**src/hdl/jcsq_pkg.sv**
```systemverilog
// Shared types, constants and the sequencer program for the joystick calibration core.
// No dependencies.
package jcsq_pkg;

	// Field widths
	localparam int SAMPLE_W = 10;
	localparam int SCALED_W = 10;
	localparam int REGION_W = 3;
	localparam int ACCUM_W  = 16;
	localparam int COUNT_W  = 7;
	localparam int CFG_IDX_W  = 3;
	localparam int CFG_DATA_W = 10;
	localparam int IN_TDATA_W  = 24;
	localparam int IN_TUSER_W  = 2;
	localparam int OUT_TDATA_W = 32;

	// Divider geometry: two quotient bits per cycle
	localparam int DIV_W     = 20;
	localparam int DEN_W     = 10;
	localparam int DIV_STEPS = DIV_W / 2;
	localparam int DIV_CNT_W = $clog2(DIV_STEPS + 1);

	// Scale and calibration constants
	localparam logic [SCALED_W-1:0] HALF_SCALE = 10'd500;
	localparam logic [SCALED_W-1:0] FULL_SCALE = 10'd1000;
	localparam logic [SAMPLE_W-1:0] LOWEST_INIT  = 10'd1000;
	localparam logic [SAMPLE_W-1:0] HIGHEST_INIT = 10'd0;
	localparam logic [SAMPLE_W-1:0] REST_INIT    = 10'd500;
	localparam logic [COUNT_W-1:0]  MAX_REST_SAMPLES = 7'd64;

	// Configuration reset values
	localparam logic [9:0] MIDPOINT_INIT = 10'd500;
	localparam logic [8:0] INNER_INIT    = 9'd50;
	localparam logic [8:0] MIDDLE_INIT   = 9'd200;
	localparam logic [8:0] OUTER_INIT    = 9'd400;
	localparam logic [COUNT_W-1:0] CENTER_COUNT_INIT = 7'd20;

	// Region codes
	localparam logic signed [REGION_W-1:0] REG_P3 = 3'sd3;
	localparam logic signed [REGION_W-1:0] REG_P2 = 3'sd2;
	localparam logic signed [REGION_W-1:0] REG_P1 = 3'sd1;
	localparam logic signed [REGION_W-1:0] REG_ZERO = 3'sd0;
	localparam logic signed [REGION_W-1:0] REG_N1 = -3'sd1;
	localparam logic signed [REGION_W-1:0] REG_N2 = -3'sd2;
	localparam logic signed [REGION_W-1:0] REG_N3 = -3'sd3;

	typedef enum logic [CFG_IDX_W-1:0] {
		CFG_MIDPOINT     = 3'd0,
		CFG_INNER        = 3'd1,
		CFG_MIDDLE       = 3'd2,
		CFG_OUTER        = 3'd3,
		CFG_CENTER_COUNT = 3'd4
	} cfg_idx_t;

	typedef enum logic [1:0] {
		PH_RUN     = 2'd0,
		PH_CENTER  = 2'd1,
		PH_RANGE   = 2'd2,
		PH_RESTART = 2'd3
	} phase_t;

	typedef enum logic [2:0] {
		SC_ZERO,
		SC_FULL,
		SC_HALF,
		SC_LOW,
		SC_HIGH
	} scale_mode_t;

	typedef struct packed {
		scale_mode_t       mode;
		logic [DIV_W-1:0]  num;
		logic [DEN_W-1:0]  den;
	} scale_job_t;

	// Microcode fields
	typedef enum logic [2:0] {
		DS_NONE,
		DS_XAVG,
		DS_YAVG,
		DS_XSCALE,
		DS_YSCALE
	} div_sel_t;

	typedef enum logic [2:0] {
		ST_NONE,
		ST_XREST,
		ST_YREST,
		ST_XSCALED,
		ST_YSCALED,
		ST_OUT
	} store_sel_t;

	typedef enum logic [2:0] {
		C_NEXT,
		C_ALWAYS,
		C_NO_INPUT,
		C_NO_AVG,
		C_DIV_BUSY,
		C_OUT_FULL
	} cond_t;

	localparam int STEP_W = 4;

	localparam logic [STEP_W-1:0] STEP_IDLE        = 4'd0;
	localparam logic [STEP_W-1:0] STEP_DISPATCH    = 4'd1;
	localparam logic [STEP_W-1:0] STEP_XAVG        = 4'd2;
	localparam logic [STEP_W-1:0] STEP_XAVG_WAIT   = 4'd3;
	localparam logic [STEP_W-1:0] STEP_YAVG        = 4'd4;
	localparam logic [STEP_W-1:0] STEP_YAVG_WAIT   = 4'd5;
	localparam logic [STEP_W-1:0] STEP_YREST       = 4'd6;
	localparam logic [STEP_W-1:0] STEP_XSCALE      = 4'd7;
	localparam logic [STEP_W-1:0] STEP_XSCALE_WAIT = 4'd8;
	localparam logic [STEP_W-1:0] STEP_YSCALE      = 4'd9;
	localparam logic [STEP_W-1:0] STEP_YSCALE_WAIT = 4'd10;
	localparam logic [STEP_W-1:0] STEP_YSCALED     = 4'd11;
	localparam logic [STEP_W-1:0] STEP_OUT_WAIT    = 4'd12;
	localparam logic [STEP_W-1:0] STEP_OUT         = 4'd13;

	typedef struct packed {
		div_sel_t            start;
		store_sel_t          store;
		cond_t               cond;
		logic [STEP_W-1:0]   target;
	} ucode_t;

	// Program ROM: jump to target when the condition holds, else fall through
	function automatic ucode_t ucode_rom(logic [STEP_W-1:0] step);
		ucode_t uc;
		unique case (step)
			STEP_IDLE:        uc = '{DS_NONE,   ST_NONE,    C_NO_INPUT, STEP_IDLE};
			STEP_DISPATCH:    uc = '{DS_NONE,   ST_NONE,    C_NO_AVG,   STEP_XSCALE};
			STEP_XAVG:        uc = '{DS_XAVG,   ST_NONE,    C_NEXT,     STEP_IDLE};
			STEP_XAVG_WAIT:   uc = '{DS_NONE,   ST_NONE,    C_DIV_BUSY, STEP_XAVG_WAIT};
			STEP_YAVG:        uc = '{DS_YAVG,   ST_XREST,   C_NEXT,     STEP_IDLE};
			STEP_YAVG_WAIT:   uc = '{DS_NONE,   ST_NONE,    C_DIV_BUSY, STEP_YAVG_WAIT};
			STEP_YREST:       uc = '{DS_NONE,   ST_YREST,   C_NEXT,     STEP_IDLE};
			STEP_XSCALE:      uc = '{DS_XSCALE, ST_NONE,    C_NEXT,     STEP_IDLE};
			STEP_XSCALE_WAIT: uc = '{DS_NONE,   ST_NONE,    C_DIV_BUSY, STEP_XSCALE_WAIT};
			STEP_YSCALE:      uc = '{DS_YSCALE, ST_XSCALED, C_NEXT,     STEP_IDLE};
			STEP_YSCALE_WAIT: uc = '{DS_NONE,   ST_NONE,    C_DIV_BUSY, STEP_YSCALE_WAIT};
			STEP_YSCALED:     uc = '{DS_NONE,   ST_YSCALED, C_NEXT,     STEP_IDLE};
			STEP_OUT_WAIT:    uc = '{DS_NONE,   ST_NONE,    C_OUT_FULL, STEP_OUT_WAIT};
			STEP_OUT:         uc = '{DS_NONE,   ST_OUT,     C_ALWAYS,   STEP_IDLE};
			default:          uc = '{DS_NONE,   ST_NONE,    C_ALWAYS,   STEP_IDLE};
		endcase
		return uc;
	endfunction

endpackage

```
**src/hdl/jcsq_divider.sv**
```systemverilog
// Iterative unsigned restoring divider, two quotient bits per cycle.
// Depends on jcsq_pkg for its widths.
module jcsq_divider
	import jcsq_pkg::*;
(
	input  logic             clk,
	input  logic             arst_n,
	input  logic             start,
	input  logic [DIV_W-1:0] dividend,
	input  logic [DEN_W-1:0] divisor,
	output logic             busy,
	output logic [DIV_W-1:0] quotient
);

	logic [DIV_W-1:0]     quo_q;
	logic [DEN_W-1:0]     rem_q;
	logic [DEN_W-1:0]     den_q;
	logic [DIV_CNT_W-1:0] cnt_q;
	logic                 busy_q;

	logic [DEN_W:0]   trial1, trial2;
	logic             ge1, ge2;
	logic [DEN_W-1:0] rem1, rem2;

	// Two shift-subtract steps per cycle
	always_comb begin
		trial1 = {rem_q, quo_q[DIV_W-1]};
		ge1    = trial1 >= {1'b0, den_q};
		rem1   = ge1 ? DEN_W'(trial1 - {1'b0, den_q}) : trial1[DEN_W-1:0];
		trial2 = {rem1, quo_q[DIV_W-2]};
		ge2    = trial2 >= {1'b0, den_q};
		rem2   = ge2 ? DEN_W'(trial2 - {1'b0, den_q}) : trial2[DEN_W-1:0];
	end

	// Control
	always_ff @(posedge clk or negedge arst_n) begin
		if (!arst_n) begin
			busy_q <= 1'b0;
			cnt_q  <= '0;
		end else if (start) begin
			busy_q <= 1'b1;
			cnt_q  <= DIV_CNT_W'(DIV_STEPS);
		end else if (busy_q) begin
			cnt_q <= cnt_q - 1'b1;
			if (cnt_q == DIV_CNT_W'(1)) begin
				busy_q <= 1'b0;
			end
		end
	end

	// Operands and partial results
	always_ff @(posedge clk) begin
		if (start) begin
			quo_q <= dividend;
			rem_q <= '0;
			den_q <= divisor;
		end else if (busy_q) begin
			quo_q <= {quo_q[DIV_W-3:0], ge1, ge2};
			rem_q <= rem2;
		end
	end

	assign busy     = busy_q;
	assign quotient = quo_q;

endmodule

```
**src/hdl/joystick_calibrate_scale_quantize_core.sv**
```systemverilog
// Joystick calibration, piecewise scaling to 0..1000 and region quantizer.
// Each accepted item runs the microcode sequencer: x scaling, y scaling, then the
// output load, which waits while the previous result is still held; the center sample
// that completes the average first runs the x and y averaging divisions. One item at a
// time: the input opens only in idle; the single shared divider serves every division.
// Reset (arst_n low): calibration, configuration, sequencer and output valid return to defaults at once.
module joystick_calibrate_scale_quantize_core
	import jcsq_pkg::*;
(
	input  logic                    clk,
	input  logic                    arst_n,
	// config write channel
	input  logic                    cfg_valid,
	output logic                    cfg_ready,
	input  logic [CFG_IDX_W-1:0]    cfg_index,
	input  logic [CFG_DATA_W-1:0]   cfg_data,
	// input items
	input  logic                    s_axis_tvalid,
	output logic                    s_axis_tready,
	input  logic [IN_TDATA_W-1:0]   s_axis_tdata,  // x_sample[9:0], y_sample[19:10], zero pad
	input  logic [IN_TUSER_W-1:0]   s_axis_tuser,  // phase[1:0]
	// result items
	output logic                    m_axis_tvalid,
	input  logic                    m_axis_tready,
	output logic [OUT_TDATA_W-1:0]  m_axis_tdata   // x_scaled[9:0], y_scaled[19:10],
	                                               // x_region[22:20], y_region[25:23], zero pad
);

	// Configuration registers
	logic [9:0]         midpoint_q;
	logic [8:0]         inner_q, middle_q, outer_q;
	logic [COUNT_W-1:0] center_count_q;

	// Calibration state
	logic [SAMPLE_W-1:0] x_lowest_q, x_highest_q, y_lowest_q, y_highest_q;
	logic [SAMPLE_W-1:0] x_rest_q, y_rest_q;
	logic [ACCUM_W-1:0]  x_accum_q, y_accum_q;
	logic [COUNT_W-1:0]  taken_q, need_q;
	logic                avg_due_q;

	// Working registers
	logic [SAMPLE_W-1:0] xs_q, ys_q;
	scale_mode_t         mode_q;
	logic [SCALED_W-1:0] x_scaled_q, y_scaled_q;
	logic [STEP_W-1:0]   pc_q, pc_d;

	// Output register
	logic                   out_valid_q;
	logic [OUT_TDATA_W-1:0] out_data_q;

	logic                in_fire, out_fire;
	logic [SAMPLE_W-1:0] in_x, in_y;
	phase_t              in_phase;
	logic [COUNT_W-1:0]  need_c;
	ucode_t              uc;
	logic                jump;
	logic                div_start, div_busy;
	logic [DIV_W-1:0]    div_num, div_quo;
	logic [DEN_W-1:0]    div_den;
	scale_job_t          job;
	logic [SCALED_W-1:0] finished;

	// Set up one axis scaling: special cases resolve to a fixed value
	function automatic scale_job_t scale_setup(logic [SAMPLE_W-1:0] s, logic [SAMPLE_W-1:0] lo,
			logic [SAMPLE_W-1:0] hi, logic [SAMPLE_W-1:0] rest);
		scale_job_t j;
		j.mode = SC_HALF;
		j.num  = '0;
		j.den  = '0;
		if (s < rest) begin
			if (rest <= lo || s <= lo) begin
				j.mode = SC_ZERO;
			end else begin
				j.mode = SC_LOW;
				j.num  = DIV_W'(s - lo) * DIV_W'(HALF_SCALE);
				j.den  = DEN_W'(rest - lo);
			end
		end else if (s > rest) begin
			if (hi <= rest) begin
				j.mode = SC_FULL;
			end else begin
				j.mode = SC_HIGH;
				j.num  = DIV_W'(s - rest) * DIV_W'(HALF_SCALE);
				j.den  = DEN_W'(hi - rest);
			end
		end
		return j;
	endfunction

	// Turn the quotient into the clamped scaled value
	function automatic logic [SCALED_W-1:0] scale_finish(scale_mode_t m, logic [DIV_W-1:0] q);
		logic [SCALED_W-1:0] r;
		case (m)
			SC_ZERO: r = '0;
			SC_FULL: r = FULL_SCALE;
			SC_LOW:  r = q[SCALED_W-1:0];
			SC_HIGH: r = (q >= DIV_W'(HALF_SCALE)) ? FULL_SCALE
			                                      : SCALED_W'(HALF_SCALE + q[SCALED_W-1:0]);
			default: r = HALF_SCALE;
		endcase
		return r;
	endfunction

	// Band lookup around the midpoint, tested in priority order
	function automatic logic signed [REGION_W-1:0] region_of(logic [SCALED_W-1:0] c,
			logic [9:0] mid, logic [8:0] a, logic [8:0] b, logic [8:0] d);
		logic signed [11:0] cv, m, pa, pb, pd, na, nb, nd;
		logic signed [REGION_W-1:0] r;
		cv = $signed({2'b00, c});
		m  = $signed({2'b00, mid});
		pa = m + $signed({3'b000, a});
		pb = m + $signed({3'b000, b});
		pd = m + $signed({3'b000, d});
		na = m - $signed({3'b000, a});
		nb = m - $signed({3'b000, b});
		nd = m - $signed({3'b000, d});
		if (cv > pa && cv < pb)       r = REG_P1;
		else if (cv > nb && cv < na)  r = REG_N1;
		else if (cv >= pb && cv < pd) r = REG_P2;
		else if (cv >= nd && cv < nb) r = REG_N2;
		else if (cv >= pd)            r = REG_P3;
		else if (cv <= nd)            r = REG_N3;
		else                          r = REG_ZERO;
		return r;
	endfunction

	// Handshakes and input fields
	assign cfg_ready     = 1'b1;
	assign s_axis_tready = (pc_q == STEP_IDLE);
	assign in_fire       = s_axis_tvalid && s_axis_tready;
	assign out_fire      = out_valid_q && m_axis_tready;
	assign in_x          = s_axis_tdata[SAMPLE_W-1:0];
	assign in_y          = s_axis_tdata[2*SAMPLE_W-1:SAMPLE_W];
	assign in_phase      = phase_t'(s_axis_tuser);

	// Effective number of center samples
	always_comb begin
		if (center_count_q == '0)                  need_c = COUNT_W'(1);
		else if (center_count_q > MAX_REST_SAMPLES) need_c = MAX_REST_SAMPLES;
		else                                       need_c = center_count_q;
	end

	// Sequencer: fetch and branch
	always_comb begin
		uc = ucode_rom(pc_q);
		case (uc.cond)
			C_ALWAYS:   jump = 1'b1;
			C_NO_INPUT: jump = !in_fire;
			C_NO_AVG:   jump = !avg_due_q;
			C_DIV_BUSY: jump = div_busy;
			C_OUT_FULL: jump = out_valid_q;
			default:    jump = 1'b0;
		endcase
		pc_d = jump ? uc.target : STEP_W'(pc_q + 1'b1);
	end

	always_ff @(posedge clk or negedge arst_n) begin
		if (!arst_n) begin
			pc_q <= STEP_IDLE;
		end else begin
			pc_q <= pc_d;
		end
	end

	// Divider operand select
	always_comb begin
		job       = scale_setup(xs_q, x_lowest_q, x_highest_q, x_rest_q);
		div_start = 1'b1;
		div_num   = '0;
		div_den   = '0;
		case (uc.start)
			DS_XAVG: begin
				div_num = DIV_W'(x_accum_q);
				div_den = DEN_W'(need_q);
			end
			DS_YAVG: begin
				div_num = DIV_W'(y_accum_q);
				div_den = DEN_W'(need_q);
			end
			DS_XSCALE: begin
				div_num = job.num;
				div_den = job.den;
			end
			DS_YSCALE: begin
				job     = scale_setup(ys_q, y_lowest_q, y_highest_q, y_rest_q);
				div_num = job.num;
				div_den = job.den;
			end
			default: div_start = 1'b0;
		endcase
	end

	assign finished = scale_finish(mode_q, div_quo);

	jcsq_divider u_div (
		.clk      (clk),
		.arst_n   (arst_n),
		.start    (div_start),
		.dividend (div_num),
		.divisor  (div_den),
		.busy     (div_busy),
		.quotient (div_quo)
	);

	// Configuration writes
	always_ff @(posedge clk or negedge arst_n) begin
		if (!arst_n) begin
			midpoint_q     <= MIDPOINT_INIT;
			inner_q        <= INNER_INIT;
			middle_q       <= MIDDLE_INIT;
			outer_q        <= OUTER_INIT;
			center_count_q <= CENTER_COUNT_INIT;
		end else if (cfg_valid && cfg_ready) begin
			unique case (cfg_index)
				CFG_MIDPOINT:     midpoint_q     <= cfg_data[9:0];
				CFG_INNER:        inner_q        <= cfg_data[8:0];
				CFG_MIDDLE:       middle_q       <= cfg_data[8:0];
				CFG_OUTER:        outer_q        <= cfg_data[8:0];
				CFG_CENTER_COUNT: center_count_q <= cfg_data[COUNT_W-1:0];
				default: ;
			endcase
		end
	end

	// Calibration state: phase update at acceptance, centers from the divider
	always_ff @(posedge clk or negedge arst_n) begin
		if (!arst_n) begin
			x_lowest_q  <= LOWEST_INIT;
			x_highest_q <= HIGHEST_INIT;
			y_lowest_q  <= LOWEST_INIT;
			y_highest_q <= HIGHEST_INIT;
			x_rest_q    <= REST_INIT;
			y_rest_q    <= REST_INIT;
			x_accum_q   <= '0;
			y_accum_q   <= '0;
			taken_q     <= '0;
			avg_due_q   <= 1'b0;
		end else if (in_fire) begin
			avg_due_q <= 1'b0;
			unique case (in_phase)
				PH_RESTART: begin
					x_lowest_q  <= LOWEST_INIT;
					x_highest_q <= HIGHEST_INIT;
					y_lowest_q  <= LOWEST_INIT;
					y_highest_q <= HIGHEST_INIT;
					x_rest_q    <= REST_INIT;
					y_rest_q    <= REST_INIT;
					x_accum_q   <= '0;
					y_accum_q   <= '0;
					taken_q     <= '0;
				end
				PH_CENTER: begin
					if (taken_q < need_c) begin
						x_accum_q <= x_accum_q + ACCUM_W'(in_x);
						y_accum_q <= y_accum_q + ACCUM_W'(in_y);
						taken_q   <= taken_q + 1'b1;
						avg_due_q <= (COUNT_W'(taken_q + 1'b1) == need_c);
					end
				end
				PH_RANGE: begin
					if (in_x < x_lowest_q)  x_lowest_q  <= in_x;
					if (in_x > x_highest_q) x_highest_q <= in_x;
					if (in_y < y_lowest_q)  y_lowest_q  <= in_y;
					if (in_y > y_highest_q) y_highest_q <= in_y;
				end
				default: ;
			endcase
		end else begin
			case (uc.store)
				ST_XREST: x_rest_q <= div_quo[SAMPLE_W-1:0];
				ST_YREST: y_rest_q <= div_quo[SAMPLE_W-1:0];
				default: ;
			endcase
		end
	end

	// Working payload registers
	always_ff @(posedge clk) begin
		if (in_fire) begin
			xs_q   <= in_x;
			ys_q   <= in_y;
			need_q <= need_c;
		end
		if (uc.start == DS_XSCALE || uc.start == DS_YSCALE) begin
			mode_q <= job.mode;
		end
		case (uc.store)
			ST_XSCALED: x_scaled_q <= finished;
			ST_YSCALED: y_scaled_q <= finished;
			default: ;
		endcase
	end

	// Output register
	always_ff @(posedge clk or negedge arst_n) begin
		if (!arst_n) begin
			out_valid_q <= 1'b0;
		end else if (uc.store == ST_OUT) begin
			out_valid_q <= 1'b1;
		end else if (out_fire) begin
			out_valid_q <= 1'b0;
		end
	end

	always_ff @(posedge clk) begin
		if (uc.store == ST_OUT) begin
			out_data_q <= {6'b000000,
				region_of(y_scaled_q, midpoint_q, inner_q, middle_q, outer_q),
				region_of(x_scaled_q, midpoint_q, inner_q, middle_q, outer_q),
				y_scaled_q, x_scaled_q};
		end
	end

	assign m_axis_tvalid = out_valid_q;
	assign m_axis_tdata  = out_data_q;

endmodule

```
**config.mk**
```make
export PLATFORM = sky130hd
export DESIGN_NAME = joystick_calibrate_scale_quantize_core
export DESIGN_NICKNAME = d
export VERILOG_FILES = /design/src/hdl/jcsq_pkg.sv /design/src/hdl/jcsq_divider.sv /design/src/hdl/joystick_calibrate_scale_quantize_core.sv
export SDC_FILE = /design/constraint.sdc
export NUM_CORES = 1
export LEC_CHECK = 0
export ABC_AREA = 1
export BUFFER_PORTS_ARGS = -buffer_cell sky130_fd_sc_hd__clkbuf_2
export CAP_MARGIN = 30
export CORE_MARGIN = 4
export CORE_UTILIZATION = 60
export DETAILED_ROUTE_END_ITERATION = 10
export PLACE_DENSITY = 0.75
export REMOVE_ABC_BUFFERS = 1
export SLEW_MARGIN = 20
export SYNTH_ARGS = -nofsm -noshare
export SYNTH_HDL_FRONTEND = slang
export SYNTH_HIERARCHICAL = 1
export SYNTH_SLANG_ARGS = --single-unit
```
**constraint.sdc**
```tcl
create_clock -name clk -period 6.95 [get_ports clk]
set_input_delay 0.695 -clock clk [delete_from_list [all_inputs] [get_ports clk]]
set_output_delay 0.695 -clock clk [all_outputs]
set_load 0.02 [all_outputs]
```
==> parameters.txt, run 1 <==
Parameter                              Value

Route
  Count of TritonRoute iterations in the first routing pass ... 6
  Routed wire per std cell ... approximately 17 um
  Detail-routed via count per cell ... 5.62
  DRC ... 0
  Drt initial violations ... between 2000 and 2500
  Count of antenna-violating nets left after detailed routing ... 0
  Via count ... around 29000
  Total wire length after detailed routing ... ~88000 um

Floorplan
  Floorplan row count ... 85
  Horizontal extent of the die ... 242 um
  Die Area ... just under 60000 um2
  Die height ... between 200 and 250 um
  I/O pin total ... 79
  Core ar. ... 54000 um2
  Initial core utilization ... 0.608

Power
  Sequential group share of total power ... 0.309
  Pwr dens ... around 170 nW/um2
  Final total power ... between 5 and 6 mW
  Net load switching power ... 2.18 mW
  Peak supply drop ... roughly 0.22 mV
  Proportion of power drawn by the clock network ... 0.317
  Logic gate share of total power ... 0.375
  Switching share of power ... 0.371
  Reported leakage power ... 18.2 nW
  Int Pwr ... 3.69 mW

Finish
  Layout Cell Area excl Fill ... 35000 um2
  Final design utilization ... 0.648
  Share of layout cells above drive strength 1 ... 0.0611
  Layout Nets ... just over 5000
  Post-layout instance count excluding filler cells ... just over 5000
  Synth-to-layout area growth ... 6.54%

Worst setup path
  FF-to-FF Start ... x_lowest_q[3]$_DFFE_PN1P_
  Reg-to-reg setup timing slack ... 580 ps
  Cell depth of the worst flop-to-flop path ... 25
  Critical Path End Type ... register
  Required time at the endpoint of the critical path ... 7290 ps
  Endpoint of the lowest-slack register-to-register path ... u_div/quotient[18]$_DFFE_PP_
  Destination of the critical timing path ... u_div/quotient[18]$_DFFE_PP_
  Worst Setup Start Kind ... register
  Data arrival time at the worst-slack endpoint ... 6710 ps
  Path type of the worst setup path ... register to register
  Crit path launch ... x_lowest_q[3]$_DFFE_PN1P_
  CP Max Fanout ... 6

Global route
  Overall routing resource usage ... 0.294
  Antenna violations before repair ... 4
  Global-route wire length before repair ... 141000 um
  Vias in the first global route ... 27100
  Overall overflow remaining after global route ... 0
  Largest net degree at the start of global routing ... 62

Yosys
  Yosys top cell by area ... sky130_fd_sc_hd__ha_1
  Syn Std Cell Area ... roughly 33000 um2
  Ys Warns ... 6
  Post-synth cell types ... 72
  Avg Cell Area, Syn ... roughly 7.6 um2
  Gate count after technology mapping ... approximately 4300
  Leading post-synthesis cells by cell area ... sky130_fd_sc_hd__ha_1 19%, sky130_fd_sc_hd__nand2_1 10%, sky130_fd_sc_hd__edfxtp_1 9.7%
  Sequential fraction of the synthesis area ... 0.222
  Most used flip-flop cell after synthesis ... sky130_fd_sc_hd__dfrtp_1
  FF+latch count, synth ... 270
  Count of flip-flops with a built-in enable after synthesis ... approximately 110
  Async set-reset flop share out of synthesis ... 0.570
  Fraction of synthesized cell area taken by the top area cell type ... 0.187

Timing
  Total Neg Setup Slack ... 0 ps
  Setup repair after global routing missed its margin ... false
  Max frequency ... between 150 and 200 MHz
  Setup violators final ... 0
  Post-route clock skew ... around 22 ps
  Minimum period implied by the final worst setup slack ... 6370 ps
  Final number of hold-violating endpoints ... 0
  Final WS setup ... roughly 580 ps
  Final Slew Violations ... 0
  Actual transition at the worst max-transition pin ... between 1000 and 1500 ps
  Ratio of final minimum period to clock period ... 0.917
  Relative slew margins ... 0.282
  Worst hold slack ... 86.1 ps

CTS
  Number of CTS-inserted buffers ... 31
  Total of cells resized after clock tree synthesis ... 0
  Max H-tree Level ... 1
  Latest clock arrival within the worst-skew pair ... around 600 ps
  Clock slew seen by the registers of the worst setup and hold paths ... roughly 60 ps
  Clock sink total ... between 200 and 300
  Clock Tree Buf Depth ... 3
  Number of buffers inserted to repair setup after CTS ... 0
  Clock tree root buffer cell ... sky130_fd_sc_hd__clkbuf_16
  Hold-fix buffers at CTS ... 0
  CTS tree ... yes

Status
  Outcome ... complete, no violations

Placement
  Final weighted congestion in routability-driven placement ... roughly 0.96
  Post-placement worst setup slack ... roughly 630 ps
  DPL Wire Length ... ~73000 um
  Dpl cells ... a little over 5000
  Placed inst area ... approximately 34000 um2
  Number of I/O port buffers ... 67

Worst hold path
  Path type of the worst min-delay path ... input port to async pin

Flow run
  Number of maximum-capacitance violations ... 0
-- worst min path at each step --
| stage | from | to | slack, ps | cells past startpoint |
|---|---|---|---|---|
| 2_1_floorplan | arst_n | avg_due_q$_DFFE_PN0P_ | 400 | 0 |
| 3_3_place_gp | y_scaled_q[0]$_DFFE_PN_ | m_axis_tdata[10]$_DFFE_PP_ | 430 | 0 |
| 3_5_place_dp | y_scaled_q[0]$_DFFE_PN_ | m_axis_tdata[10]$_DFFE_PP_ | 430 | 0 |
| 6_report | arst_n | outer_q[5]$_DFFE_PN0P_ | 90 | 1 |
| 5_1_grt | arst_n | outer_q[5]$_DFFE_PN0P_ | 140 | 1 |
| 4_1_cts | arst_n | outer_q[6]$_DFFE_PN0P_ | 100 | 1 |
-- layer usage --
| layer | track usage | part of all wire | vias up |
|---|---|---|---|
| li1 | - | - | 14300 |
| met5 | 0 | 0.00018 | - |
| met3 | 0.0450 | 0.071 | 207 |
| met1 | 0.403 | 0.44 | 13200 |
| met2 | 0.476 | 0.45 | 987 |
| met4 | 0.110 | 0.045 | 2 |
-- flip-flops by register name, indices dropped and copies added, names as in the netlist, 10 cells and up --
register,count
u_div/rem_q,10
m_axis_tdata,26
x_lowest_q,10
y_accum_q,16
u_div/quotient,20
x_rest_q,10
y_highest_q,10
y_scaled_q,10
u_div/den_q,10
x_scaled_q,10
y_rest_q,10
y_lowest_q,10
xs_q,10
x_accum_q,16
ys_q,10
midpoint_q,10
x_highest_q,10
-- cells by family after synthesis --
logic type               synth area share
other                            0.000229
AND/OR/NAND/NOR                     0.207
adder cells (fa/ha/maj)             0.283
buffers and inverters               0.101
multiplexers                     0.000610
flip-flops                          0.222
XOR/XNOR                           0.0495
AO/OA/AOI/OAI                       0.137
-- power groups by stage --
stage	Combinational, mW	Sequential, mW	Clock [mW]
5_1_grt	2.53	1.82	1.94
3_3_place_gp	2.07	1.84	0
6_report	2.20	1.81	1.86
4_1_cts	2.17	1.81	1.87
2_1_floorplan	1.63	1.81	0
3_5_place_dp	2.14	1.84	0
-- placed cells by master (no fill, tap or decap), types with 14 or more instances in the layout --
master / count
sky130_fd_sc_hd__a21o_1: 31
sky130_fd_sc_hd__a21oi_1: 283
sky130_fd_sc_hd__a31oi_1: 20
sky130_fd_sc_hd__buf_4: 22
sky130_fd_sc_hd__clkbuf_16: 32
sky130_fd_sc_hd__clkbuf_2: 66
sky130_fd_sc_hd__dfrtp_1: 113
sky130_fd_sc_hd__dfstp_2: 41
sky130_fd_sc_hd__edfxtp_1: 106
sky130_fd_sc_hd__fa_1: 158
sky130_fd_sc_hd__ha_1: 490
sky130_fd_sc_hd__inv_1: 758
sky130_fd_sc_hd__nand2_1: 911
sky130_fd_sc_hd__nand3_1: 219
sky130_fd_sc_hd__nand3b_1: 15
sky130_fd_sc_hd__nand4_1: 56
sky130_fd_sc_hd__nor2_1: 254
sky130_fd_sc_hd__nor3_1: 56
sky130_fd_sc_hd__o211ai_1: 23
sky130_fd_sc_hd__o21ai_0: 285
sky130_fd_sc_hd__o21bai_1: 29
sky130_fd_sc_hd__o22ai_1: 33
sky130_fd_sc_hd__or2_2: 14
sky130_fd_sc_hd__xnor2_1: 45
sky130_fd_sc_hd__xor2_1: 135
-- synthesized netlist by cell type, types with 11 or more instances --
cell type	count
sky130_fd_sc_hd__or2_2	14
sky130_fd_sc_hd__nand3b_1	15
sky130_fd_sc_hd__o21bai_1	29
sky130_fd_sc_hd__ha_1	490
sky130_fd_sc_hd__a21oi_1	283
sky130_fd_sc_hd__a31oi_1	20
sky130_fd_sc_hd__inv_1	758
sky130_fd_sc_hd__edfxtp_1	106
sky130_fd_sc_hd__o21ai_0	286
sky130_fd_sc_hd__clkbuf_1	21
sky130_fd_sc_hd__nand2_2	13
sky130_fd_sc_hd__inv_2	13
sky130_fd_sc_hd__xnor2_1	45
sky130_fd_sc_hd__nor3_1	56
sky130_fd_sc_hd__o211ai_1	23
sky130_fd_sc_hd__dfstp_2	41
sky130_fd_sc_hd__nand4_1	56
sky130_fd_sc_hd__buf_2	31
sky130_fd_sc_hd__o21ai_1	11
sky130_fd_sc_hd__nor2_1	255
sky130_fd_sc_hd__nand3_1	219
sky130_fd_sc_hd__xor2_1	135
sky130_fd_sc_hd__a21o_1	31
sky130_fd_sc_hd__o22ai_1	33
sky130_fd_sc_hd__a21boi_0	13
sky130_fd_sc_hd__dfrtp_1	113
sky130_fd_sc_hd__fa_1	158
sky130_fd_sc_hd__nand2_1	911
sky130_fd_sc_hd__o31ai_1	13
sky130_fd_sc_hd__buf_4	12
-- area by class of cell --
| cell class | count | area [um2] |
|---|---|---|
| Tap cell | 696 | 871 |
| Clock buffer | 34 | 818 |
| Sequential cell | 270 | 7290 |
| Antenna cell | 1 | 2.50 |
| Inverter | 772 | 2900 |
| Clock inverter | 24 | 349 |
| Timing Repair Buffer | 89 | 507 |
| Multi-Input combinational cell | 3214 | 22300 |
| Fill cell | 4813 | 19000 |
-- worst max-delay path: stages, from the launching register on --
cell and delay [ps]:
sky130_fd_sc_hd__dfstp_2 510, sky130_fd_sc_hd__inv_1 100, sky130_fd_sc_hd__ha_1 410, sky130_fd_sc_hd__a21o_1 210, sky130_fd_sc_hd__a21oi_1 240, sky130_fd_sc_hd__o21ai_0 140, sky130_fd_sc_hd__xnor2_1 530, sky130_fd_sc_hd__inv_1 220
sky130_fd_sc_hd__fa_1 570, sky130_fd_sc_hd__inv_1 50, sky130_fd_sc_hd__fa_1 470, sky130_fd_sc_hd__fa_1 430, sky130_fd_sc_hd__fa_1 540, sky130_fd_sc_hd__inv_1 40, sky130_fd_sc_hd__ha_1 350, sky130_fd_sc_hd__a21oi_1 270
sky130_fd_sc_hd__o21ai_0 120, sky130_fd_sc_hd__a21oi_1 130, sky130_fd_sc_hd__nand2_1 70, sky130_fd_sc_hd__or2_2 270, sky130_fd_sc_hd__nand3_1 80, sky130_fd_sc_hd__nand2_1 60, sky130_fd_sc_hd__nand2_1 70, sky130_fd_sc_hd__nand3_1 80
sky130_fd_sc_hd__nand2_1 80, sky130_fd_sc_hd__nand2_1 50
Note: power is estimated with default switching activity, not from simulation.
==> run 2: changes to the inputs <==
- ABC_AREA: 1 -> unset
==> parameters.txt, run 2 <==
Parameter                              Value

Status
  Outcome ... complete, no violations (unchanged)

Finish
  Synth-to-layout area growth ... 8.83% (was 6.54%)
  Largest register FFs ... 26 (unchanged)
  Final design utilization ... 0.662 (was 0.648)
  Number of fill cells in the layout ... 4232 (was 4813)
  Post-layout instance count excluding filler cells ... 4236 (was 5100)
  Most used cells in the layout excluding fill and tap cells ... 486 x sky130_fd_sc_hd__ha_1, 464 x sky130_fd_sc_hd__inv_1, 214 x sky130_fd_sc_hd__nand2_1 (was 911 x sky130_fd_sc_hd__nand2_1, 758 x sky130_fd_sc_hd__inv_1, 490 x sky130_fd_sc_hd__ha_1)
  Layout Nets ... 4222 (was 5070)
  Share of layout cells above drive strength 1 ... 0.107 (was 0.0611)
  Most common library cell in the layout ignoring fill and taps ... sky130_fd_sc_hd__ha_1 (was sky130_fd_sc_hd__nand2_1)
  Antenna diodes ... 0 (was 1)

Yosys
  Avg Cell Area, Syn ... 9.13 um2 (was 7.60 um2)
  Yosys top cell by area ... sky130_fd_sc_hd__ha_1 (unchanged)
  Ys Warns ... 6 (unchanged)
  Fraction of synthesized cell area taken by the top area cell type ... 0.196 (was 0.187)
  FF+latch count, synth ... 270 (unchanged)
  Count leader, synth ... sky130_fd_sc_hd__ha_1 (was sky130_fd_sc_hd__nand2_1)
  Gate count after technology mapping ... 3430 (was 4324)
  Post-synth cell types ... 106 (was 72)
  Sequential fraction of the synthesis area ... 0.233 (was 0.222)
  Async set-reset flop share out of synthesis ... 0.570 (unchanged)
  Syn Std Cell Area ... 31300 um2 (was 32800 um2)
  Leading post-synthesis cells by cell area ... sky130_fd_sc_hd__ha_1 20%, sky130_fd_sc_hd__edfxtp_1 10%, sky130_fd_sc_hd__fa_1 10% (was sky130_fd_sc_hd__ha_1 19%, sky130_fd_sc_hd__nand2_1 10%, sky130_fd_sc_hd__edfxtp_1 9.7%)
  Synth top cells by count ... 490 x sky130_fd_sc_hd__ha_1, 467 x sky130_fd_sc_hd__inv_1, 214 x sky130_fd_sc_hd__nand2_1 (was 911 x sky130_fd_sc_hd__nand2_1, 758 x sky130_fd_sc_hd__inv_1, 490 x sky130_fd_sc_hd__ha_1)
  Count of flip-flops with a built-in enable after synthesis ... 106 (unchanged)
  Most used flip-flop cell after synthesis ... sky130_fd_sc_hd__dfrtp_1 (unchanged)

Global route
  Overall overflow remaining after global route ... 0 (unchanged)
  Global routing met1 resource utilization ... 0.419 (was 0.403)
  Most crowded layer after global routing ... met2 (unchanged)
  Global-route wire length before repair ... 143000 um (was 141000 um)
  Largest net degree at the start of global routing ... 65 (was 62)
  Antenna violations before repair ... 5 (was 4)
  Overall routing resource usage ... 0.321 (was 0.294)
  Global Route met3 Usage ... 0.0420 (was 0.0450)
  Vias in the first global route ... 25700 (was 27100)
  Met2 layer usage reported by global route ... 0.536 (was 0.476)

Timing
  Setup violators final ... 0 (unchanged)
  Minimum period implied by the final worst setup slack ... 6720 ps (was 6370 ps)
  Max frequency ... 149 MHz (was 157 MHz)
  Post-route clock skew ... 32.5 ps (was 22.2 ps)
  Ratio of final minimum period to clock period ... 0.967 (was 0.917)
  Actual transition at the worst max-transition pin ... 1020 ps (was 1080 ps)
  Final Slew Violations ... 0 (unchanged)
  Final number of hold-violating endpoints ... 0 (unchanged)
  Relative slew margins ... 0.315 (was 0.282)

CTS
  Clock sink total ... 270 (unchanged)
  Number of CTS-inserted buffers ... 34 (was 31)
  CTS tree ... yes (unchanged)
  Hold-fix buffers at CTS ... 0 (unchanged)
  Clock tree root buffer cell ... sky130_fd_sc_hd__clkbuf_16 (unchanged)
  Clock slew seen by the registers of the worst setup and hold paths ... 60 ps (about the same)
  Latest clock arrival within the worst-skew pair ... 560 ps (was 600 ps)
  Max H-tree Level ... 2 (was 1)
  Clock Tree Buf Depth ... 3 (unchanged)

Floorplan
  Core ar. ... 51500 um2 (was 54000 um2)
  I/O pin total ... 79 (unchanged)
  Horizontal extent of the die ... 236 um (was 242 um)
  Initial core utilization ... 0.608 (about the same)
  Die height ... 236 um (was 242 um)
  Floorplan row count ... 83 (was 85)
  Die Area ... 55900 um2 (was 58500 um2)

Worst setup path
  Critical Path End Type ... register (unchanged)
  Cell depth of the worst flop-to-flop path ... 25 (unchanged)
  CP Max Fanout ... 4 (was 6)
  Required time at the endpoint of the critical path ... 7260 ps (was 7290 ps)
  Data arrival time at the worst-slack endpoint ... 7030 ps (was 6710 ps)
  Worst Setup Start Kind ... register (unchanged)
  Reg-to-reg setup timing slack ... 230 ps (was 580 ps)
  Path type of the worst setup path ... register to register (unchanged)

Placement
  DPL Wire Length ... 75000 um (was 72600 um)
  Number of I/O port buffers ... 67 (unchanged)
  Dpl cells ... 4168 (was 5041)
  Final weighted congestion in routability-driven placement ... 0.950 (was 0.963)

Route
  Total wire length after detailed routing ... 91600 um (was 88400 um)
  Routed wire per std cell ... 21.6 um (was 17.3 um)
  DRC ... 0 (unchanged)
  Drt initial violations ... 2208 (was 2423)
  Via count ... 26200 (was 28700)
  Detail-routed via count per cell ... 6.19 (was 5.62)
  Count of TritonRoute iterations in the first routing pass ... 9 (was 6)
  Count of antenna-violating nets left after detailed routing ... 0 (unchanged)

Worst hold path
  Path type of the worst min-delay path ... input port to async pin (unchanged)

Flow run
  Number of maximum-capacitance violations ... 0 (unchanged)
==> run 2: cell count changes after synthesis, moves of 43 or more <==
| cell | previous run | this run |
|---|---|---|
| sky130_fd_sc_hd__a21o_1 | 31 | 78 |
| sky130_fd_sc_hd__nor2b_1 | 0 | 53 |
| sky130_fd_sc_hd__nor2_1 | 255 | 167 |
| sky130_fd_sc_hd__mux2_2 | 0 | 62 |
| sky130_fd_sc_hd__a21oi_1 | 283 | 190 |
| sky130_fd_sc_hd__xor2_1 | 135 | 77 |
| sky130_fd_sc_hd__o21ai_0 | 286 | 182 |
| sky130_fd_sc_hd__nand3_1 | 219 | 53 |
| sky130_fd_sc_hd__nand2b_1 | 0 | 43 |
| sky130_fd_sc_hd__xnor2_1 | 45 | 145 |
| sky130_fd_sc_hd__inv_1 | 758 | 467 |
| sky130_fd_sc_hd__nand2_1 | 911 | 214 |
==> run 2: kinds of logic after synthesis <==
logic type | count (synthesis) | share of synthesized area
XOR/XNOR | 223 | 0.0628
multiplexers | 89 | 0.0313
AND/OR/NAND/NOR | 810 | 0.129
adder cells (fa/ha/maj) | 650 | 0.297
AO/OA/AOI/OAI | 838 | 0.179
other | 2 | 0.000240
buffers and inverters | 548 | 0.0676
flip-flops | 270 | 0.233
==> run 2: worst max-delay path, stage by stage (launching register included) <==
cell and delay, ps:
sky130_fd_sc_hd__dfrtp_2 440, sky130_fd_sc_hd__inv_2 120, sky130_fd_sc_hd__ha_1 260, sky130_fd_sc_hd__nor2b_1 150, sky130_fd_sc_hd__o21a_1 200, sky130_fd_sc_hd__o21ai_2 210, sky130_fd_sc_hd__a21oi_1 120, sky130_fd_sc_hd__xor2_1 280
sky130_fd_sc_hd__inv_1 160, sky130_fd_sc_hd__fa_1 500, sky130_fd_sc_hd__fa_1 520, sky130_fd_sc_hd__inv_1 60, sky130_fd_sc_hd__fa_1 520, sky130_fd_sc_hd__inv_1 60, sky130_fd_sc_hd__fa_1 500, sky130_fd_sc_hd__inv_1 50
sky130_fd_sc_hd__ha_1 330, sky130_fd_sc_hd__a21oi_2 180, sky130_fd_sc_hd__o21bai_2 90, sky130_fd_sc_hd__a21o_1 180, sky130_fd_sc_hd__a2111o_1 390, sky130_fd_sc_hd__o22ai_2 120, sky130_fd_sc_hd__xor3_2 520, sky130_fd_sc_hd__a22oi_2 140
sky130_fd_sc_hd__o211ai_1 100, sky130_fd_sc_hd__mux2_2 280
==> run 2: per-stage QoR <==
step / instance area, um2 / setup TNS (ps) / hold slack, ps / worst slack [ps]
global route: 34100 / -103 / 163 / -99.1
floorplan: 31000 / 0 / 399 / 500
CTS: 33800 / 0 / 133 / 2.37
global placement: 32600 / 0 / 440 / 151
detailed placement: 32700 / -15.6 / 445 / -9.16
finish: 34100 / 0 / 106 / 232
==> run 2: routing by layer <==
metal / routed length (um) / share of wire / vias up
met1: 37800 / 0.41 / 12700
met4: 4550 / 0.050 / 8
met5: 55 / 0.00060 / -
li1: - / - / 12400
met3: 5910 / 0.064 / 223
met2: 43300 / 0.47 / 897
==> run 2: timing repair <==
action,in CTS,in global routing
setup buffers,0,4
pin swaps,0,8
setup endpoints to repair,1,6
hold endpoints to repair,0,0
resized for setup,1,44
==> run 2: area by class of cell <==
| class | count | area [um2] | share of cell area |
|---|---|---|---|
| Clock buffer | 44 | 950 | 0.0279 |
| Clock inverter | 18 | 215 | 0.00631 |
| Inverter | 472 | 1770 | 0.0520 |
| Multi-Input combinational cell | 2617 | 22200 | 0.650 |
| Sequential cell | 270 | 7290 | 0.214 |
| Tap cell | 680 | 851 | 0.0250 |
| Timing Repair Buffer | 135 | 862 | 0.0253 |
==> run 2: path summary, 6_finish.rpt <==
| check | endpoint | start |
|---|---|---|
| setup / recovery | u_div/quotient[19]$_DFFE_PP_ | x_rest_q[1]$_DFFE_PN0P_ |
| hold / removal | middle_q[8]$_DFFE_PN0P_ | arst_n |
| setup reg to reg | u_div/quotient[19]$_DFFE_PP_ | x_rest_q[1]$_DFFE_PN0P_ |
| hold reg to reg | m_axis_tdata[0]$_DFFE_PP_ | x_scaled_q[0]$_DFFE_PN_ |
| max in group asynchronous | x_rest_q[1]$_DFFE_PN0P_ | arst_n |
| min in group clk | midpoint_q[9]$_DFFE_PN0P_ | cfg_data[9] |
Power of run 2 is left out: the tool's default activity adds up to more than one toggle a clock period on the data nets, which glitch-free logic cannot reach.
